[src/ewma_pkg.sv]
// ----------------------------------------------------------------------------
// ewma_pkg
// Widths, constants and shared types of the EWMA throughput estimator.
// ----------------------------------------------------------------------------
package ewma_pkg;

  // Field widths
  localparam int CMD_W   = 1;
  localparam int BYTES_W = 16;
  localparam int TIME_W  = 32;
  localparam int TPS_W   = 20;
  localparam int BYTE_W  = 40;
  localparam int RATE_W  = 48;
  localparam int FRAC_W  = 8;

  // Product bytes * 8 * ticks_per_second
  localparam int NUM_W   = BYTE_W + 3 + TPS_W;
  // Quotient bits produced one per step
  localparam int DIV_STEPS = RATE_W;
  localparam int DCNT_W    = $clog2(DIV_STEPS);
  // Bits of the product above the quotient range (overflow check)
  localparam int HI_W      = NUM_W - (RATE_W - FRAC_W);

  // Divide-by-five pass: one byte a cycle over a padded word
  localparam int BLEND_W   = RATE_W + 3;
  localparam int D5_W      = 56;
  localparam int D5_STEPS  = D5_W / 8;
  localparam int D5CNT_W   = $clog2(D5_STEPS);

  // APB
  localparam int PADDR_W = 3;
  localparam int PDATA_W = 32;
  localparam logic REG_TPS = 1'b0;   // paddr[2] of ticks_per_second

  // Constants
  localparam logic [TPS_W-1:0]  TPS_RESET = TPS_W'(1000);
  localparam logic [RATE_W-1:0] RATE_INIT = RATE_W'(100000) << FRAC_W;
  localparam logic [RATE_W-1:0] RATE_MIN  = RATE_W'(1) << FRAC_W;
  localparam logic [RATE_W-1:0] RATE_MAX  = {RATE_W{1'b1}};
  localparam logic [BYTE_W-1:0] BYTE_MAX  = {BYTE_W{1'b1}};

  // Commands
  localparam logic CMD_ADD    = 1'b0;
  localparam logic CMD_UPDATE = 1'b1;

  // Sequencer states
  typedef enum logic [6:0] {
    S_IDLE   = 7'b0000001,
    S_MUL    = 7'b0000010,
    S_LAUNCH = 7'b0000100,
    S_DIV    = 7'b0001000,
    S_DIV5   = 7'b0010000,
    S_FIN    = 7'b0100000,
    S_DONE   = 7'b1000000
  } state_t;

  // Divider status
  typedef struct packed {
    logic done;   // one-cycle pulse, quotient valid
    logic sat;    // quotient would not fit, saturate
  } div_stat_t;

endpackage

[src/ewma_divider.sv]
// ----------------------------------------------------------------------------
// ewma_divider
// Restoring divider: floor(dividend * 256 / divisor), one quotient bit per
// cycle, with overflow detection against the 48-bit rate range.
// ----------------------------------------------------------------------------
module ewma_divider (
  input  logic                               clk,
  input  logic                               rst,
  input  logic                               start,
  input  logic [ewma_pkg::NUM_W-1:0]         dividend,
  input  logic [ewma_pkg::TIME_W-1:0]        divisor,
  output ewma_pkg::div_stat_t                stat,
  output logic [ewma_pkg::RATE_W-1:0]        quotient
);
  import ewma_pkg::*;

  logic              busy;
  logic              done;
  logic              sat;
  logic [DCNT_W-1:0] count;
  logic [TIME_W-1:0] rem;
  logic [RATE_W-1:0] shreg;

  logic [TIME_W-1:0] hi_ext;
  logic [TIME_W:0]   trial;
  logic [TIME_W:0]   diff;
  logic              ge;

  // Top of the scaled dividend; quotient overflows when it reaches divisor
  assign hi_ext = TIME_W'(dividend[NUM_W-1 -: HI_W]);

  // One restoring step
  always_comb begin
    trial = {rem, shreg[RATE_W-1]};
    diff  = trial - {1'b0, divisor};
    ge    = (trial >= {1'b0, divisor});
  end

  // Control
  always_ff @(posedge clk) begin
    if (rst) begin
      busy <= 1'b0;
      done <= 1'b0;
    end else begin
      done <= 1'b0;
      if (start) begin
        if (hi_ext >= divisor) begin
          done <= 1'b1;
        end else begin
          busy <= 1'b1;
        end
      end else if (busy && count == '0) begin
        busy <= 1'b0;
        done <= 1'b1;
      end
    end
  end

  // Datapath: quotient bits shift in where dividend bits shift out
  always_ff @(posedge clk) begin
    if (start) begin
      sat   <= (hi_ext >= divisor);
      rem   <= hi_ext;
      shreg <= {dividend[RATE_W-FRAC_W-1:0], {FRAC_W{1'b0}}};
      count <= DCNT_W'(DIV_STEPS - 1);
    end else if (busy) begin
      rem   <= ge ? diff[TIME_W-1:0] : trial[TIME_W-1:0];
      shreg <= {shreg[RATE_W-2:0], ge};
      count <= count - DCNT_W'(1);
    end
  end

  assign stat.done = done;
  assign stat.sat  = sat;
  assign quotient  = shreg;

endmodule

[src/ewma_throughput_estimator_top.sv]
// ----------------------------------------------------------------------------
// ewma_throughput_estimator_top
// EWMA throughput estimator: byte accumulator and smoothed rate update.
// ----------------------------------------------------------------------------
// Channel  Direction  Handshake            Payload
// in       sink       in_valid/in_ready    cmd, sent_bytes, now_time
// out      source     out_valid/out_ready  average_rate, pending_bytes
// cfg      APB slave  psel/penable/pready  ticks_per_second at byte address 0
//
// An add request updates the accumulator and goes straight to the done state;
// an update request runs one multiply, 48 restoring divider steps, the
// divide-by-five pass (one byte a cycle) and the sequencer states around them.
// in_ready is high only while the sequencer is idle; a waiting result sits in
// the output register, so the next request can start meanwhile.
// Synchronous active-high reset clears the state and the output valid flag.
// ----------------------------------------------------------------------------
module ewma_throughput_estimator_top (
  input  logic                                clk,
  input  logic                                rst,
  // request channel
  input  logic                                in_valid,
  output logic                                in_ready,
  input  logic [ewma_pkg::CMD_W-1:0]          cmd,
  input  logic [ewma_pkg::BYTES_W-1:0]        sent_bytes,
  input  logic [ewma_pkg::TIME_W-1:0]         now_time,
  // result channel
  output logic                                out_valid,
  input  logic                                out_ready,
  output logic [ewma_pkg::RATE_W-1:0]         average_rate,
  output logic [ewma_pkg::BYTE_W-1:0]         pending_bytes,
  // configuration
  input  logic                                psel,
  input  logic                                penable,
  input  logic                                pwrite,
  input  logic [ewma_pkg::PADDR_W-1:0]        paddr,
  input  logic [ewma_pkg::PDATA_W-1:0]        pwdata,
  output logic [ewma_pkg::PDATA_W-1:0]        prdata,
  output logic                                pready
);
  import ewma_pkg::*;

  state_t             state;
  logic [TPS_W-1:0]   tps;
  logic [BYTE_W-1:0]  byte_total;
  logic [TIME_W-1:0]  last_time;
  logic [RATE_W-1:0]  smoothed;
  logic [TIME_W-1:0]  now_reg;
  logic [TIME_W-1:0]  elapsed;
  logic [NUM_W-1:0]   num;
  logic [D5_W-1:0]    q5;
  logic [2:0]         r5;
  logic [D5CNT_W-1:0] cnt5;

  logic               in_acc;
  logic               out_free;
  logic [BYTE_W:0]    byte_sum;
  logic [RATE_W-1:0]  rate;
  logic [BLEND_W-1:0] blend_sum;
  logic [7:0]         q5_byte;
  logic [2:0]         r5_next;
  logic [RATE_W-1:0]  blended;

  div_stat_t          div_stat;
  logic [RATE_W-1:0]  div_q;

  assign in_ready = (state == S_IDLE);
  assign in_acc   = in_valid && in_ready;
  assign out_free = !out_valid || out_ready;
  assign pready   = 1'b1;

  // Configuration register
  always_ff @(posedge clk) begin
    if (rst) begin
      tps <= TPS_RESET;
    end else if (psel && penable && pwrite && paddr[2] == REG_TPS) begin
      tps <= pwdata[TPS_W-1:0];
    end
  end

  assign prdata = (paddr[2] == REG_TPS) ? PDATA_W'(tps) : '0;

  // Saturating accumulate
  assign byte_sum = {1'b0, byte_total} + (BYTE_W+1)'(sent_bytes);

  // Saturate or take the divider quotient, then form 4*old + rate
  assign rate      = div_stat.sat ? RATE_MAX : div_q;
  assign blend_sum = {1'b0, smoothed, 2'b00} + BLEND_W'(rate);

  // Divide the top byte by five, carrying the remainder
  always_comb begin
    logic [3:0] t;
    logic [2:0] r;
    r = r5;
    for (int i = 7; i >= 0; i--) begin
      t = {r, q5[D5_W-8+i]};
      if (t >= 4'd5) begin
        q5_byte[i] = 1'b1;
        r = 3'(t - 4'd5);
      end else begin
        q5_byte[i] = 1'b0;
        r = t[2:0];
      end
    end
    r5_next = r;
  end

  // Floor at 1 bit/s
  assign blended = (q5[RATE_W-1:0] < RATE_MIN) ? RATE_MIN : q5[RATE_W-1:0];

  ewma_divider u_div (
    .clk      (clk),
    .rst      (rst),
    .start    (state == S_LAUNCH),
    .dividend (num),
    .divisor  (elapsed),
    .stat     (div_stat),
    .quotient (div_q)
  );

  // Sequencer and estimator state
  always_ff @(posedge clk) begin
    if (rst) begin
      state      <= S_IDLE;
      byte_total <= '0;
      last_time  <= '0;
      smoothed   <= RATE_INIT;
      out_valid  <= 1'b0;
    end else begin
      // Raise the result flag on a finished request, drop it once taken
      if (state == S_DONE && out_free) begin
        out_valid <= 1'b1;
      end else if (out_ready) begin
        out_valid <= 1'b0;
      end
      unique case (state)
        S_IDLE: begin
          if (in_acc) begin
            if (cmd == CMD_ADD) begin
              byte_total <= byte_sum[BYTE_W] ? BYTE_MAX : byte_sum[BYTE_W-1:0];
              state      <= S_DONE;
            end else begin
              state <= S_MUL;
            end
          end
        end
        S_MUL:    state <= S_LAUNCH;
        S_LAUNCH: state <= S_DIV;
        S_DIV: begin
          if (div_stat.done) begin
            state <= S_DIV5;
          end
        end
        S_DIV5: begin
          if (cnt5 == D5CNT_W'(D5_STEPS - 1)) begin
            state <= S_FIN;
          end
        end
        S_FIN: begin
          smoothed   <= blended;
          byte_total <= '0;
          last_time  <= now_reg;
          state      <= S_DONE;
        end
        S_DONE: begin
          if (out_free) begin
            state <= S_IDLE;
          end
        end
        default: state <= S_IDLE;
      endcase
    end
  end

  // Datapath registers
  always_ff @(posedge clk) begin
    if (in_acc) begin
      now_reg <= now_time;
      elapsed <= now_time - last_time;
    end
    if (state == S_MUL) begin
      num <= NUM_W'({byte_total, 3'b000}) * NUM_W'(tps);
    end
    if (state == S_DIV && div_stat.done) begin
      q5   <= D5_W'(blend_sum);
      r5   <= '0;
      cnt5 <= '0;
    end else if (state == S_DIV5) begin
      q5   <= {q5[D5_W-9:0], q5_byte};
      r5   <= r5_next;
      cnt5 <= cnt5 + D5CNT_W'(1);
    end
    if (state == S_DONE && out_free) begin
      average_rate  <= smoothed;
      pending_bytes <= byte_total;
    end
  end

endmodule

[config.mk]
export PLATFORM = sky130hd
export DESIGN_NAME = ewma_throughput_estimator_top
export DESIGN_NICKNAME = d
export VERILOG_FILES = /design/src/ewma_pkg.sv /design/src/ewma_divider.sv /design/src/ewma_throughput_estimator_top.sv
export SDC_FILE = /design/constraint.sdc
export NUM_CORES = 2
export LEC_CHECK = 0
export BUFFER_PORTS_ARGS = -buffer_cell sky130_fd_sc_hd__clkbuf_2
export CORE_AREA = 8 8 307 309
export CTS_BUF_LIST = sky130_fd_sc_hd__clkbuf_4 sky130_fd_sc_hd__clkbuf_8 sky130_fd_sc_hd__clkbuf_16
export CTS_CLUSTER_SIZE = 28
export DETAILED_ROUTE_END_ITERATION = 8
export DIE_AREA = 0 0 315 317
export HOLD_SLACK_MARGIN = 0.06
export PLACE_DENSITY_LB_ADDON = 0.12
export SLEW_MARGIN = 40
export SYNTH_ARGS = -nofsm -noshare
export SYNTH_HDL_FRONTEND = slang
export SYNTH_SLANG_ARGS = --single-unit
[constraint.sdc]
create_clock -name clk -period 11.8 [get_ports clk]
set_input_delay 2.36 -clock clk [delete_from_list [all_inputs] [get_ports clk]]
set_output_delay 2.36 -clock clk [all_outputs]
set_load 0.05 [all_outputs]
==> results.sh <==
export IMPL_area_growth_pct=7.953
export IMPL_synth_area_leader_cell="fa_1"
export IMPL_min_period_ps=10850
export IMPL_finalPower_mw=5.185
export IMPL_regMostFlops="num"
export IMPL_end_kind="flip-flop"
export IMPL_antenna_left=0
export IMPL_ys_top_cells_by_area="fa_1 27%, edfxtp_1 19%, ha_1 8.2%"
export IMPL_vdd_ir_drop_worst_v=0.0001066
export IMPL_reg2reg_from="q5[55]"
export IMPL_synth_simple_area_share_pct=17.00
export IMPL_timing_fmax_mhz=92.15
export IMPL_fin_crit_sh_pct=91.96
export IMPL_cts_made_buffers=59
export IMPL_synth_compound_area_share_pct=10.09
export IMPL_synthesis_area_sq_um=51320
export IMPL_synth_edf_count=327
export IMPL_syn_inst=5499
export IMPL_finalSetupViolations=0
export IMPL_clock_path_buffers=3
export IMPL_clk_pin_slew_ps=60
export IMPL_outcome="completed"
export IMPL_rsz0062_at_grt="false"
export IMPL_synthAdderAreaFrac_pct=34.90
export IMPL_path_common_cell="ha_1"
export IMPL_drv_slew=0
export IMPL_ys_top_cells_by_count="984 x nand2_1, 758 x inv_1, 684 x fa_1"
export IMPL_power_density_nw_per_um2=93.59
export IMPL_slew_headroom_pct=42.27
export IMPL_synth_top_family_by_area="adder cells"
export IMPL_ys_seq_area_share_pct=26.31
export IMPL_cts_htree_levels=2
export IMPL_synth_seq_cells=511
export IMPL_synth_xor_area_share_pct=3.040
export IMPL_async_flop_share_pct=0
export IMPL_hold_end="pending_bytes[26]"
export IMPL_muxShareOfSynthArea_pct=0.7753
export IMPL_required_ps=12410
export IMPL_rr_worst_depth=48
export IMPL_drt_wirelength_per_cell_um=20.30
export IMPL_grt_pass1_vias=39050
export IMPL_die_width_um=315
export IMPL_avgSynthCellArea_sq_um=9.332
export IMPL_nets=6656
export IMPL_largest_register_ffs=60
export IMPL_yosysWarnings=0
export IMPL_io_pins=214
export IMPL_finalHoldViolCount=0
export IMPL_grt_first_pass_wirelength_um=218400
export IMPL_cts_hold_buf=0
export IMPL_grt_max_degree=93
export IMPL_cts_tree="done"
export IMPL_io_buffers=186
export IMPL_die_h_um=317
export IMPL_tns_ps=0
export IMPL_cts_root_buf="clkbuf_16"
export IMPL_drt_wl_total_um=137500
export IMPL_drtPass1Iterations=5
export IMPL_reg_top3="num (60), q5 (56)"
export IMPL_insertion_delay_ps=690
export IMPL_clkSinkCount=511
export IMPL_worst_path_largest_cell_delay_ps=480
export IMPL_min_path_type="reg -> reg"
export IMPL_core_sq_um=89320
export IMPL_r2r_slack_ps=950
export IMPL_worstPathMaxFanout=9
export IMPL_crit_type="reg -> reg"
export IMPL_yosysTopAreaCellShare_pct=26.68
export IMPL_dp_hpwl_um=100300
export IMPL_via_count=38640
export IMPL_critPathLaunch="q5[55]"
export IMPL_crit_arrival_ps=11460
export IMPL_tightest_slew_ps=853.9
export IMPL_reg2reg_to="r5[1]"
export IMPL_rows=110
export IMPL_layout_drive_gt1_share_pct=8.633
export IMPL_synth_main_ff_cell="edfxtp_1"
export IMPL_routed_via_density=5.704
export IMPL_antenna_found_initial=2
export IMPL_groute_usage_overall_pct=27.71
export IMPL_clock_skew_ps=31.43
export IMPL_crit_path_top_delay_cell="or3_4"
export IMPL_start_util_pct=57.45
export IMPL_drt_iter0_markers=3295
export IMPL_maxCapViolations=0
export IMPL_die_area_sq_um=99860
export IMPL_grt_overflow_total=0
export IMPL_drc=0
export IMPL_gp_congestion=0.8990
export IMPL_synth_distinct_cells=95
export IMPL_synth_most_common_cell="nand2_1"
export IMPL_startpoint_type="flip-flop"
export IMPL_min_from="byte_total[26]"
export IMPL_leakagePower_nw=25.74
export IMPL_hold_path_cell_count=0
layout make-up:
| class | count | area (sq um) |
|---|---|---|
| tap | 1176 | 1471 |
| sequential | 511 | 13520 |
| antenna | 3 | 7.507 |
| clock inverter | 38 | 424.2 |
| inverter | 759 | 2851 |
| multi-input combinational | 3941 | 33880 |
| clock buffer | 74 | 1602 |
| fill | 7653 | 33920 |
| timing repair buffer | 272 | 1642 |
layer usage:
layer	wire, um	vias up	GRT usage [%]
met2	60680	1569	43.17
li1	-	17760	-
met4	4029	0	7.650
met5	0	-	0
met1	60760	19060	39.75
met3	12070	249	5.288
placed cells by master (no fill, tap or decap), drive strengths merged, types with 11 or more instances in the layout:
cell type  Yosys  routed
nand2b        42      42
nand4         24      24
clkbuf       274     259
a21oi        283     283
a21boi        11      11
nand2        984     984
o31ai         11      11
nand3b        15      15
o21ai        182     182
dfxtp        184     184
fa           684     684
or3           12      12
nor2         221     221
and3          38      38
o21a          38      38
nor2b         55      55
ha           337     337
a31oi         23      23
mux2i         31      31
nor3          44      44
or2           49      49
clkinv         1      25
nor4          18      18
buf           25      87
edfxtp       327     327
xnor2        117     117
o21bai        26      26
xor2          59      59
a211oi        29      29
inv          758     764
and2         267     267
o211ai        14      14
conb           2      13
nand3         72      72
a21o         107     107
cells by family after synthesis:
| logic type | after synthesis |
|---|---|
| buf+inv | 1058 |
| mux | 37 |
| compound gates | 817 |
| flops | 511 |
| xor+xnor | 176 |
| other cells | 2 |
| simple gates | 1877 |
| fa+ha+maj | 1021 |
worst max-delay path: cells and delay by family (launching register included):
| kind | cells | cell delay (ps) |
|---|---|---|
| buffers and inverters | 4 | 610 |
| and+or+nand+nor | 15 | 3020 |
| muxes | 3 | 680 |
| adders and majority gates | 8 | 2230 |
| AOI/OAI and AO/OA | 11 | 2170 |
| DFF | 1 | 360 |
| xor gates and xnor gates | 7 | 1690 |
where the power goes:
part	internal, mW	leakage, nW	switching, mW
clock network	1.10	1.00	0.805
registers	1.99	4.40	0.0506
logic	0.483	20.3	0.749
worst max-delay path by stage:
stage / endpoint / depth (start not counted)
after global routing: r5[1] / 48
after detailed placement: r5[1] / 48
after CTS: r5[1] / 48
final: r5[1] / 48
after global placement: r5[1] / 48
after floorplan: r5[1] / 49
metrics by stage:
step | hold WS (ps) | util, % | area, sq um | setup WS, ps | cells
after CTS | 437.5 | 61.97 | 55350 | 731.7 | 6771
after detailed placement | 421.3 | 59.70 | 53330 | 810.1 | 6659
final | 436.1 | 62.02 | 55400 | 948.2 | 6774
after global routing | 446.5 | 62.01 | 55390 | 50.59 | 6771
after floorplan | 406.4 | - | 51360 | 2395 | 5510
after global placement | 417.0 | 59.58 | 53220 | 948.9 | 6655
timing repair:
item | CTS | global route
resized for setup | 0 | 4
setup buffers | 0 | 0
setup endpoints to repair | 0 | 3
No activity file was read; power rests on OpenSTA's default activity.
